$ cat src/sv/mst_pkg.sv
// Package for the memory self-test sequencer: codes, phase type, result word
// type and small helper functions. No dependencies.
package mst_pkg;

  localparam int ADDR_BITS_DEFAULT = 16;
  localparam int OUT_ADDR_W = 16;
  localparam int OFF_W = 17;
  localparam int CFG_DATA_W = 17;
  localparam int CFG_IDX_W = 2;

  localparam logic [7:0] PAT_A = 8'hAA;
  localparam logic [7:0] PAT_5 = 8'h55;

  typedef enum logic [1:0] {
    KIND_START = 2'd0,
    KIND_ACK   = 2'd1,
    KIND_READ  = 2'd2,
    KIND_NONE  = 2'd3
  } rsp_kind_t;

  typedef enum logic [1:0] {
    REQ_WRITE = 2'd0,
    REQ_READ  = 2'd1,
    REQ_DONE  = 2'd2,
    REQ_NONE  = 2'd3
  } req_kind_t;

  typedef enum logic [1:0] {
    CFG_BASE = 2'd0,
    CFG_SIZE = 2'd1,
    CFG_TEST = 2'd2,
    CFG_NONE = 2'd3
  } cfg_idx_t;

  typedef enum logic [1:0] {
    TEST_DATA_BUS = 2'd0,
    TEST_ADDR_BUS = 2'd1,
    TEST_DEVICE   = 2'd2,
    TEST_NONE     = 2'd3
  } test_sel_t;

  typedef enum logic [3:0] {
    PH_IDLE     = 4'd0,
    PH_D_WR     = 4'd1,
    PH_D_RD     = 4'd2,
    PH_A_FILL   = 4'd3,
    PH_A_BASE55 = 4'd4,
    PH_A_HIGH   = 4'd5,
    PH_A_BASEAA = 4'd6,
    PH_A_T55    = 4'd7,
    PH_A_TBASE  = 4'd8,
    PH_A_TRD    = 4'd9,
    PH_A_TAA    = 4'd10,
    PH_V_WR1    = 4'd11,
    PH_V_RD1    = 4'd12,
    PH_V_WR2    = 4'd13,
    PH_V_RD2    = 4'd14
  } phase_t;

  typedef struct packed {
    logic [1:0]            request_kind;
    logic [OUT_ADDR_W-1:0] access_address;
    logic [7:0]            write_data;
    logic                  failed;
    logic [OUT_ADDR_W-1:0] fail_info;
  } result_t;

  function automatic logic is_read_phase(input phase_t p);
    return (p == PH_D_RD) || (p == PH_A_HIGH) || (p == PH_A_TBASE) ||
           (p == PH_A_TRD) || (p == PH_V_RD1) || (p == PH_V_RD2);
  endfunction

  function automatic logic [OFF_W-1:0] dbl(input logic [OFF_W-1:0] off);
    return {off[OFF_W-2:0], 1'b0};
  endfunction

  // base + offset, wrapped by the address mask and cut to the output width
  function automatic logic [OUT_ADDR_W-1:0] addr_of(input logic [OUT_ADDR_W-1:0] base,
                                                    input logic [OFF_W-1:0] off,
                                                    input logic [OUT_ADDR_W-1:0] amask);
    logic [OFF_W:0] sum;
    sum = {2'b00, base} + {1'b0, off};
    return sum[OUT_ADDR_W-1:0] & amask;
  endfunction

endpackage

$ cat src/sv/mst_rsp_if.sv
// Response channel: memory responses and start commands into the sequencer.
// Depends on mst_pkg.
interface mst_rsp_if
  import mst_pkg::*;
();
  logic       valid;
  logic       ready;
  logic [1:0] kind;
  logic [7:0] read_data;

  modport source (output valid, kind, read_data, input ready);
  modport sink (input valid, kind, read_data, output ready);
endinterface

$ cat src/sv/mst_req_if.sv
// Request channel: memory requests and done words out of the sequencer.
// Depends on mst_pkg.
interface mst_req_if
  import mst_pkg::*;
();
  logic                  valid;
  logic                  ready;
  logic [1:0]            request_kind;
  logic [OUT_ADDR_W-1:0] access_address;
  logic [7:0]            write_data;
  logic                  failed;
  logic [OUT_ADDR_W-1:0] fail_info;

  modport source (output valid, request_kind, access_address, write_data, failed, fail_info,
                  input ready);
  modport sink (input valid, request_kind, access_address, write_data, failed, fail_info,
                output ready);
endinterface

$ cat src/sv/memory_self_test_sequencer.sv
// Top level of the memory self-test sequencer: input register, core, output register.
// Uses mst_pkg, mst_rsp_if, mst_req_if, mst_core and mst_out_buf.
//
// Usage: write base_address, region_size and test_select on the cfg port
// (cfg_we, cfg_index, cfg_data) while the block is idle. Send a start word
// (kind 0) on rsp; the block answers on req with a write request or a done word.
// Each write acknowledge (kind 1) or read byte (kind 2) sent back on rsp
// yields the next request, or a done word (request_kind 2) with failed and
// fail_info. Start while a test runs and responses that match no outstanding
// request produce no word.
// A request word passes the input register, then the core, which loads the result
// register, and can be taken from there. One word per cycle is sustained while req
// does not stall; in use the memory round trip sets the pace.
// Reset clears both registers and returns the test to idle with the default
// configuration. When req stalls, the result register holds its word and the
// input register takes one more word, after which rsp.ready drops.
module memory_self_test_sequencer
  import mst_pkg::*;
#(
  parameter int ADDR_BITS = ADDR_BITS_DEFAULT
) (
  input  logic                  clk,
  input  logic                  rst,
  input  logic                  cfg_we,
  input  logic [CFG_IDX_W-1:0]  cfg_index,
  input  logic [CFG_DATA_W-1:0] cfg_data,
  mst_rsp_if.sink               rsp,
  mst_req_if.source             req
);

  logic       in_valid;
  logic [1:0] in_kind;
  logic [7:0] in_data;
  logic       fire;
  logic       can_load;
  logic       emit;
  result_t    result;

  assign fire      = in_valid && can_load;
  assign rsp.ready = !in_valid || fire;

  always_ff @(posedge clk) begin
    if (rst) begin
      in_valid <= 1'b0;
    end else if (rsp.ready) begin
      in_valid <= rsp.valid;
    end
  end

  always_ff @(posedge clk) begin
    if (rsp.ready && rsp.valid) begin
      in_kind <= rsp.kind;
      in_data <= rsp.read_data;
    end
  end

  mst_core #(
    .ADDR_BITS(ADDR_BITS)
  ) u_core (
    .clk       (clk),
    .rst       (rst),
    .cfg_we    (cfg_we),
    .cfg_index (cfg_index),
    .cfg_data  (cfg_data),
    .fire      (fire),
    .kind      (in_kind),
    .read_data (in_data),
    .emit      (emit),
    .result    (result)
  );

  mst_out_buf u_out (
    .clk      (clk),
    .rst      (rst),
    .load     (fire && emit),
    .result   (result),
    .can_load (can_load),
    .req      (req)
  );

  a_done_no_access: assert property (@(posedge clk) disable iff (rst)
    (req.valid && (req.request_kind == REQ_DONE)) |->
      (req.access_address == '0) && (req.write_data == '0))
    else $error("done word carries an access");

  a_fail_only_done: assert property (@(posedge clk) disable iff (rst)
    (req.valid && (req.request_kind != REQ_DONE)) |-> !req.failed)
    else $error("fail flag on a request word");

  a_accept_held: assert property (@(posedge clk) disable iff (rst)
    (rsp.valid && rsp.ready) |=> in_valid)
    else $error("accepted word lost in input register");

endmodule

$ cat src/sv/mst_core.sv
// Sequencer core: configuration registers, test state and the one-pass step
// logic that turns a response word into the next request word. Uses mst_pkg.
module mst_core
  import mst_pkg::*;
#(
  parameter int ADDR_BITS = ADDR_BITS_DEFAULT
) (
  input  logic                  clk,
  input  logic                  rst,
  input  logic                  cfg_we,
  input  logic [CFG_IDX_W-1:0]  cfg_index,
  input  logic [CFG_DATA_W-1:0] cfg_data,
  input  logic                  fire,
  input  logic [1:0]            kind,
  input  logic [7:0]            read_data,
  output logic                  emit,
  output result_t               result
);

  localparam int ADDR_KEEP = (ADDR_BITS < OUT_ADDR_W) ? ADDR_BITS : OUT_ADDR_W;
  localparam logic [OUT_ADDR_W:0] AMASK_W = ({{OUT_ADDR_W{1'b0}}, 1'b1} << ADDR_KEEP) - 1'b1;
  localparam logic [OUT_ADDR_W-1:0] AMASK = AMASK_W[OUT_ADDR_W-1:0];

  logic [OUT_ADDR_W-1:0] base_address;
  logic [OFF_W-1:0]      region_size;
  logic [1:0]            test_select;

  phase_t           phase, phase_next;
  logic [7:0]       pattern_reg, pattern_next;
  logic [OFF_W-1:0] offset_reg, offset_next;
  logic [OFF_W-1:0] probe_offset, probe_next;

  logic [OFF_W-1:0] mask;
  logic [OFF_W-1:0] offset_inc;
  logic             dev_more;
  logic [7:0]       pv_old, pv_new;
  logic             issue, done, fail, fail_pat;
  logic [OFF_W-1:0] fail_off;
  logic             rd_kind, rsp_ok;
  logic [OFF_W-1:0] req_off;

  always_ff @(posedge clk) begin
    if (rst) begin
      base_address <= '0;
      region_size  <= {1'b1, {(OFF_W-1){1'b0}}};
      test_select  <= TEST_DATA_BUS;
    end else if (cfg_we) begin
      unique case (cfg_index)
        CFG_BASE: base_address <= cfg_data[OUT_ADDR_W-1:0];
        CFG_SIZE: region_size <= cfg_data[OFF_W-1:0];
        CFG_TEST: test_select <= cfg_data[1:0];
        default: ;
      endcase
    end
  end

  always_ff @(posedge clk) begin
    if (rst) begin
      phase        <= PH_IDLE;
      pattern_reg  <= '0;
      offset_reg   <= '0;
      probe_offset <= '0;
    end else if (fire) begin
      phase        <= phase_next;
      pattern_reg  <= pattern_next;
      offset_reg   <= offset_next;
      probe_offset <= probe_next;
    end
  end

  assign mask       = (region_size == '0) ? '0 : region_size - 1'b1;
  assign offset_inc = offset_reg + 1'b1;
  assign dev_more   = offset_inc < region_size;
  assign pv_old     = offset_reg[7:0] + 8'd1;
  assign rd_kind    = (kind == KIND_READ);
  assign rsp_ok     = ((kind == KIND_ACK) || rd_kind) && (phase != PH_IDLE) &&
                      (rd_kind == is_read_phase(phase));

  // next state
  always_comb begin
    phase_next   = phase;
    pattern_next = pattern_reg;
    offset_next  = offset_reg;
    probe_next   = probe_offset;
    issue        = 1'b0;
    done         = 1'b0;
    fail         = 1'b0;
    fail_pat     = 1'b0;
    fail_off     = '0;
    if (kind == KIND_START) begin
      if (phase == PH_IDLE) begin
        unique case (test_select)
          TEST_DATA_BUS: begin
            pattern_next = 8'd1;
            phase_next   = PH_D_WR;
            issue        = 1'b1;
          end
          TEST_ADDR_BUS: begin
            offset_next = {{(OFF_W-1){1'b0}}, 1'b1};
            phase_next  = mask[0] ? PH_A_FILL : PH_A_BASE55;
            issue       = 1'b1;
          end
          TEST_DEVICE: begin
            offset_next = '0;
            if (region_size == '0) begin
              done = 1'b1;
            end else begin
              phase_next = PH_V_WR1;
              issue      = 1'b1;
            end
          end
          default: done = 1'b1;
        endcase
      end
    end else if (rsp_ok) begin
      issue = 1'b1;
      unique case (phase)
        PH_D_WR: phase_next = PH_D_RD;
        PH_D_RD: begin
          if (read_data != pattern_reg) begin
            fail     = 1'b1;
            fail_pat = 1'b1;
          end else begin
            pattern_next = {pattern_reg[6:0], 1'b0};
            if (pattern_reg[7]) done = 1'b1;
            else phase_next = PH_D_WR;
          end
        end
        PH_A_FILL: begin
          offset_next = dbl(offset_reg);
          if ((offset_next & mask) == '0) phase_next = PH_A_BASE55;
        end
        PH_A_BASE55: begin
          offset_next = {{(OFF_W-1){1'b0}}, 1'b1};
          phase_next  = mask[0] ? PH_A_HIGH : PH_A_BASEAA;
        end
        PH_A_HIGH: begin
          if (read_data != PAT_A) begin
            fail     = 1'b1;
            fail_off = offset_reg;
          end else begin
            offset_next = dbl(offset_reg);
            if ((offset_next & mask) == '0) phase_next = PH_A_BASEAA;
          end
        end
        PH_A_BASEAA: begin
          probe_next = {{(OFF_W-1){1'b0}}, 1'b1};
          if (!mask[0]) done = 1'b1;
          else phase_next = PH_A_T55;
        end
        PH_A_T55: phase_next = PH_A_TBASE;
        PH_A_TBASE: begin
          if (read_data != PAT_A) begin
            fail     = 1'b1;
            fail_off = probe_offset;
          end else begin
            offset_next = {{(OFF_W-1){1'b0}}, 1'b1};
            phase_next  = mask[0] ? PH_A_TRD : PH_A_TAA;
          end
        end
        PH_A_TRD: begin
          if ((read_data != PAT_A) && (offset_reg != probe_offset)) begin
            fail     = 1'b1;
            fail_off = probe_offset;
          end else begin
            offset_next = dbl(offset_reg);
            if ((offset_next & mask) == '0) phase_next = PH_A_TAA;
          end
        end
        PH_A_TAA: begin
          probe_next = dbl(probe_offset);
          if ((probe_next & mask) == '0) done = 1'b1;
          else phase_next = PH_A_T55;
        end
        PH_V_WR1, PH_V_WR2: begin
          offset_next = dev_more ? offset_inc : '0;
          if (!dev_more) phase_next = (phase == PH_V_WR1) ? PH_V_RD1 : PH_V_RD2;
        end
        PH_V_RD1, PH_V_RD2: begin
          if (read_data != ((phase == PH_V_RD1) ? pv_old : ~pv_old)) begin
            fail     = 1'b1;
            fail_off = offset_reg;
          end else if (dev_more) begin
            offset_next = offset_inc;
          end else if (phase == PH_V_RD1) begin
            offset_next = '0;
            phase_next  = PH_V_WR2;
          end else begin
            offset_next = offset_inc;
            done        = 1'b1;
          end
        end
        default: begin
          issue = 1'b0;
          phase_next = PH_IDLE;
        end
      endcase
      if (fail) done = 1'b1;
    end
    if (done) begin
      issue      = 1'b0;
      phase_next = PH_IDLE;
    end
  end

  // outputs
  assign pv_new = offset_next[7:0] + 8'd1;

  always_comb begin
    emit   = issue || done;
    result = '0;
    unique case (phase_next)
      PH_A_FILL, PH_A_HIGH, PH_A_TRD,
      PH_V_WR1, PH_V_RD1, PH_V_WR2, PH_V_RD2: req_off = offset_next;
      PH_A_T55, PH_A_TAA: req_off = probe_next;
      default: req_off = '0;
    endcase
    if (done) begin
      result.request_kind = REQ_DONE;
      result.failed       = fail;
      if (fail) result.fail_info = fail_pat ? {8'd0, pattern_reg}
                                            : addr_of(base_address, fail_off, AMASK);
    end else begin
      result.request_kind   = is_read_phase(phase_next) ? REQ_READ : REQ_WRITE;
      result.access_address = addr_of(base_address, req_off, AMASK);
      unique case (phase_next)
        PH_D_WR: result.write_data = pattern_next;
        PH_A_FILL, PH_A_BASEAA, PH_A_TAA: result.write_data = PAT_A;
        PH_A_BASE55, PH_A_T55: result.write_data = PAT_5;
        PH_V_WR1: result.write_data = pv_new;
        PH_V_WR2: result.write_data = ~pv_new;
        default: result.write_data = '0;
      endcase
    end
  end

endmodule

$ cat src/sv/mst_out_buf.sv
// Output register for request words; frees itself as the receiver takes a word.
// Uses mst_pkg and mst_req_if.
module mst_out_buf
  import mst_pkg::*;
(
  input  logic        clk,
  input  logic        rst,
  input  logic        load,
  input  result_t     result,
  output logic        can_load,
  mst_req_if.source   req
);

  logic    valid;
  result_t word;

  assign can_load = !valid || req.ready;

  always_ff @(posedge clk) begin
    if (rst) begin
      valid <= 1'b0;
    end else if (can_load) begin
      valid <= load;
    end
  end

  always_ff @(posedge clk) begin
    if (can_load && load) begin
      word <= result;
    end
  end

  assign req.valid          = valid;
  assign req.request_kind   = word.request_kind;
  assign req.access_address = word.access_address;
  assign req.write_data     = word.write_data;
  assign req.failed         = word.failed;
  assign req.fail_info      = word.fail_info;

endmodule
$ cat src/flat_wrapper.sv
// flat-port wrapper written by rule: the top's interface ports become plain ports
module memory_self_test_sequencer_flat import mst_pkg::*;
#(
  parameter int ADDR_BITS = ADDR_BITS_DEFAULT
)
  (clk, rst, cfg_we, cfg_index, cfg_data, rsp_valid, rsp_kind, rsp_read_data, rsp_ready, req_valid, req_request_kind, req_access_address, req_write_data, req_failed, req_fail_info, req_ready);
  mst_rsp_if rsp_i ();
  mst_req_if req_i ();
  input  logic clk;
  input  logic rst;
  input  logic cfg_we;
  input  logic [CFG_IDX_W-1:0] cfg_index;
  input  logic [CFG_DATA_W-1:0] cfg_data;
  input wire logic [$bits(rsp_i.valid)-1:0] rsp_valid;
  input wire logic [$bits(rsp_i.kind)-1:0] rsp_kind;
  input wire logic [$bits(rsp_i.read_data)-1:0] rsp_read_data;
  output wire logic [$bits(rsp_i.ready)-1:0] rsp_ready;
  output wire logic [$bits(req_i.valid)-1:0] req_valid;
  output wire logic [$bits(req_i.request_kind)-1:0] req_request_kind;
  output wire logic [$bits(req_i.access_address)-1:0] req_access_address;
  output wire logic [$bits(req_i.write_data)-1:0] req_write_data;
  output wire logic [$bits(req_i.failed)-1:0] req_failed;
  output wire logic [$bits(req_i.fail_info)-1:0] req_fail_info;
  input wire logic [$bits(req_i.ready)-1:0] req_ready;
  assign rsp_i.valid = rsp_valid;
  assign rsp_i.kind = rsp_kind;
  assign rsp_i.read_data = rsp_read_data;
  assign rsp_ready = rsp_i.ready;
  assign req_valid = req_i.valid;
  assign req_request_kind = req_i.request_kind;
  assign req_access_address = req_i.access_address;
  assign req_write_data = req_i.write_data;
  assign req_failed = req_i.failed;
  assign req_fail_info = req_i.fail_info;
  assign req_i.ready = req_ready;
  memory_self_test_sequencer #(.ADDR_BITS(ADDR_BITS)) u_core (.clk(clk), .rst(rst), .cfg_we(cfg_we), .cfg_index(cfg_index), .cfg_data(cfg_data), .rsp(rsp_i), .req(req_i));
endmodule
$ cat config.mk
export PLATFORM = sky130hd
export DESIGN_NAME = memory_self_test_sequencer_flat
export DESIGN_NICKNAME = d
export VERILOG_FILES = /design/src/sv/mst_pkg.sv /design/src/sv/mst_rsp_if.sv /design/src/sv/mst_req_if.sv /design/src/sv/memory_self_test_sequencer.sv /design/src/sv/mst_core.sv /design/src/sv/mst_out_buf.sv /design/src/flat_wrapper.sv
export SDC_FILE = /design/constraint.sdc
export NUM_CORES = 1
export LEC_CHECK = 0
export BUFFER_PORTS_ARGS = -buffer_cell sky130_fd_sc_hd__buf_2
export CAP_MARGIN = 0
export CORE_ASPECT_RATIO = 0.6
export CORE_MARGIN = 5
export CORE_UTILIZATION = 60
export CTS_BUF_LIST = sky130_fd_sc_hd__clkbuf_8 sky130_fd_sc_hd__clkbuf_16
export DETAILED_ROUTE_END_ITERATION = 8
export PLACE_DENSITY = 0.8
export SETUP_SLACK_MARGIN = 0.15
export SLEW_MARGIN = 20
export SYNTH_ARGS = -nofsm -noshare
export SYNTH_HDL_FRONTEND = slang
export SYNTH_HIERARCHICAL = 1
export SYNTH_SLANG_ARGS = --single-unit
export TNS_END_PERCENT = 100
$ cat constraint.sdc
create_clock -name clk -period 17.6 [get_ports clk]
set_input_delay 1.76 -clock clk [delete_from_list [all_inputs] [get_ports clk]]
set_output_delay 1.76 -clock clk [all_outputs]
set_load 0.03 [all_outputs]
==> results_tabular.tex <==
\begin{tabular}{lr}
\hline
Metric & Value \\
\hline
\multicolumn{2}{l}{\textbf{Place}} \\
Routability cong. & 1.056 \\
Half-perimeter wire length of the detailed placement result & 27.91 mm \\
Post-placement worst setup slack & 9198 ps \\
Number of port buffers & 78 \\
\multicolumn{2}{l}{\textbf{Setup path}} \\
Critical path type & flop to flop \\
Cell repeated most along the worst path & sky130\_fd\_sc\_hd\_\_a21oi\_1 \\
WP data required & 17,860 ps \\
Biggest fanout along the worst timing path & 15 \\
Type of element launching the critical path & flop \\
Data arrival time of the critical path & 9190 ps \\
FF-to-FF setup slack & 8680 ps \\
Type of element capturing the critical path & flop \\
Slowest cell on the critical path & sky130\_fd\_sc\_hd\_\_o31ai\_1 \\
Slowest stage delay, CP & 810 ps \\
\multicolumn{2}{l}{\textbf{Drt}} \\
Vias after detailed routing & 10,730 \\
First-pass detailed-route iteration total & 6 \\
Average wire length per cell after detail routing & 23.62 um \\
Total routed wirelength & 37.06 mm \\
Detail Route Antenna Nets & 0 \\
DR vias/cell & 6.836 \\
Iteration-0 DRC count of the detailed router & 1,628 \\
Number of remaining DRC errors & 0 \\
\multicolumn{2}{l}{\textbf{Synthesis}} \\
Simple-gate area share of the yosys netlist & 0.2093 \\
Adder-cell share of the synthesized area & 0.07881 \\
Mean cell area of the mapped netlist & 8.097 um\^{}2 \\
Dominant combinational cell family by area after synthesis & compound AO/OA/AOI/OAI gates \\
Area of the mapped netlist & 10,510 um\^{}2 \\
YS warnings & 6 \\
Post-synth EDFFs & 53 \\
Synthesized flop and latch total & 136 \\
Share of synthesized area occupied by flip-flops and latches & 0.3095 \\
Post-synthesis share of cell area spent on xor and xnor gates & 0.07881 \\
Async set-or-reset flop fraction in the synthesized netlist & 0 \\
Unique masters post-synth & 91 \\
Compound-Gate Fraction of Synth Area & 0.2490 \\
Synth Flop Type & sky130\_fd\_sc\_hd\_\_dfxtp\_1 \\
Number of instances in the synthesized netlist & 1,298 \\
Synth Net Count & 1,397 \\
Mux contribution to synthesized area & 0.01929 \\
\multicolumn{2}{l}{\textbf{Clock network}} \\
Setup repair bufs after CTS & 0 \\
Number of resized instances in the post-cts repair step & 0 \\
Clock sink count & 136 \\
Number of buffers created by CTS & 17 \\
Number of H-tree levels & 4 \\
Insertion delay to the later sink of the worst-skew pair & 430 ps \\
CTS Hold Buffers Added & 0 \\
CTS clock-pin slew for the worst setup and hold paths & 60 ps \\
Clock Tree Buf Depth & 2 \\
CTS tree & built \\
Root buffer cell & sky130\_fd\_sc\_hd\_\_clkbuf\_16 \\
\multicolumn{2}{l}{\textbf{GRT}} \\
Global-route wire length before repair & 57.10 mm \\
Vias in the first global route & 10,200 \\
Gr usage total & 0.3567 \\
Initial antenna violation count & 1 \\
Pin count of the biggest net entering global routing & 84 \\
Remaining global-route overflow & 0 \\
\multicolumn{2}{l}{\textbf{Timing}} \\
Setup clock skew after layout & 10.93 ps \\
Setup repair after global routing missed its margin & false \\
Final number of setup-violating endpoints & 0 \\
Shortest period the worst path allows & 8921 ps \\
Hold Worst Slack & 491.4 ps \\
Final Hold Viols & 0 \\
Final period utilization & 0.5069 \\
Number of max-slew violations in the final report & 0 \\
Worst rel slew slack & 0.2979 \\
Worst Setup Slack, final & 8679 ps \\
Max Clk Rate & 0.1121 GHz \\
Setup Total Neg Slack & 0 ps \\
Measured slew at the worst slew-check pin & 1053 ps \\
\multicolumn{2}{l}{\textbf{Floorplanning}} \\
Initial core utilization & 0.6119 \\
Die width & 180.9 um \\
I/O pin cnt & 79 \\
Row Count & 37 \\
Die Ht & 112.5 um \\
Placeable core region & 17,180 um\^{}2 \\
Total Die Area & 20,350 um\^{}2 \\
\multicolumn{2}{l}{\textbf{Pwr}} \\
Maximum resistive drop on vdd & 0.07281 mV \\
Power after layout & 846.7 uW \\
Cell area power density & 73.41 nW/um\^{}2 \\
Leakage power summed over all cells & 4.398 nW \\
\multicolumn{2}{l}{\textbf{Final layout}} \\
\# diodes & 0 \\
Area growth from synthesis to layout & 9.738\% \\
Fill count & 1,461 \\
Nets & 1,421 \\
Proportion of layout cells with a drive suffix above 1 & 0.1184 \\
Final cell utilization of the core & 0.6715 \\
\multicolumn{2}{l}{\textbf{Hold path}} \\
Class of the tightest hold or removal check & flop to flop \\
\multicolumn{2}{l}{\textbf{Status}} \\
Outcome & complete, no violations \\
\multicolumn{2}{l}{\textbf{Job}} \\
Number of max-capacitance violations reported & 0 \\
\hline
\end{tabular}
power breakdown:
group / switching [mW] / internal [mW] / total (mW)
clock: 0.157 / 0.205 / 0.362
combinational: 0.0838 / 0.0451 / 0.129
sequential: 0.0194 / 0.337 / 0.356
layout by cell type (no fill, tap or decap), types with 10 or more instances in the layout:
cell type	n
sky130_fd_sc_hd__inv_1	58
sky130_fd_sc_hd__a21oi_1	90
sky130_fd_sc_hd__o211ai_1	18
sky130_fd_sc_hd__xnor2_1	52
sky130_fd_sc_hd__nor2b_1	10
sky130_fd_sc_hd__o21ai_0	53
sky130_fd_sc_hd__a21o_1	12
sky130_fd_sc_hd__xor2_1	40
sky130_fd_sc_hd__a31oi_1	10
sky130_fd_sc_hd__o22ai_1	19
sky130_fd_sc_hd__clkbuf_16	17
sky130_fd_sc_hd__nand2_1	146
sky130_fd_sc_hd__mux2i_1	18
sky130_fd_sc_hd__nor2_1	134
sky130_fd_sc_hd__edfxtp_1	53
sky130_fd_sc_hd__dfxtp_1	83
sky130_fd_sc_hd__nor4_1	13
sky130_fd_sc_hd__and3_1	13
sky130_fd_sc_hd__a22oi_1	57
sky130_fd_sc_hd__buf_2	78
sky130_fd_sc_hd__nand4_1	15
sky130_fd_sc_hd__nor3_1	25
sky130_fd_sc_hd__o21bai_1	10
sky130_fd_sc_hd__nand3_1	28
sky130_fd_sc_hd__buf_4	14
sky130_fd_sc_hd__a211oi_1	29
sky130_fd_sc_hd__ha_1	63
stage by stage:
step | cells | area, um^2
after floorplan | 1298 | 10510
after global placement | 1537 | 10940
after detailed placement | 1537 | 10940
after CTS | 1569 | 11530
after global routing | 1569 | 11530
final | 1569 | 11530
metal layers:
metal / global-route usage / up-vias / part of all wire / wire length (um)
met5: 0 / - / 0.00054 / 20
met1: 0.4826 / 5022 / 0.40 / 14900
met3: 0.1658 / 105 / 0.17 / 6128
met4: 0.1022 / 2 / 0.024 / 905
met2: 0.5110 / 802 / 0.41 / 15100
li1: - / 4795 / - / -
cells in the mapped netlist, drive strengths merged (40+ instances only):
cell type,n,area share
xor2,40,0.033
a21oi,92,0.045
dfxtp,83,0.16
a22oi,57,0.041
xnor2,52,0.043
inv,58,0.021
o21ai,55,0.026
ha,63,0.075
nand2,147,0.053
clkbuf,68,0.025
nor2,134,0.048
edfxtp,53,0.15
cell families after synthesis:
logic type	after synthesis
buffers and inverters	145
adder cells (fa/ha/maj)	65
AO/OA/AOI/OAI	385
XOR/XNOR	93
AND/OR/NAND/NOR	454
multiplexers	20
flip-flops	136
worst max-delay path: cells and delay by family (launching register included):
family	cells	cell delay, ps
xor+xnor	1	250
compound gates	18	4400
flops	1	620
simple gates	8	2230
fa+ha+maj	4	1260
area by class of cell:
type | count | area, um^2 | share of cell area
Sequential cell | 136 | 3253 | 0.2821
Tap cell | 234 | 292.8 | 0.02539
Clock buffer | 18 | 439.2 | 0.03808
Timing Repair Buffer | 92 | 495.5 | 0.04296
Clock inverter | 14 | 147.6 | 0.01280
Multi-Input combinational cell | 1017 | 6688 | 0.5798
Inverter | 58 | 217.7 | 0.01888
worst paths after layout:
check | end | depth (start not counted) | start
max | u_core/u_out/req.access_address[14]$_DFFE_PP_ | 31 | u_core/u_core/offset_reg[0]$_SDFFE_PP0P_
min | u_core/u_core/base_address[13]$_SDFFE_PP0P_ | 2 | u_core/u_core/base_address[13]$_SDFFE_PP0P_
max reg2reg | u_core/u_out/req.access_address[14]$_DFFE_PP_ | 31 | u_core/u_core/offset_reg[0]$_SDFFE_PP0P_
min reg2reg | u_core/u_core/base_address[13]$_SDFFE_PP0P_ | 2 | u_core/u_core/base_address[13]$_SDFFE_PP0P_
(Power assumes the default switching activity.)
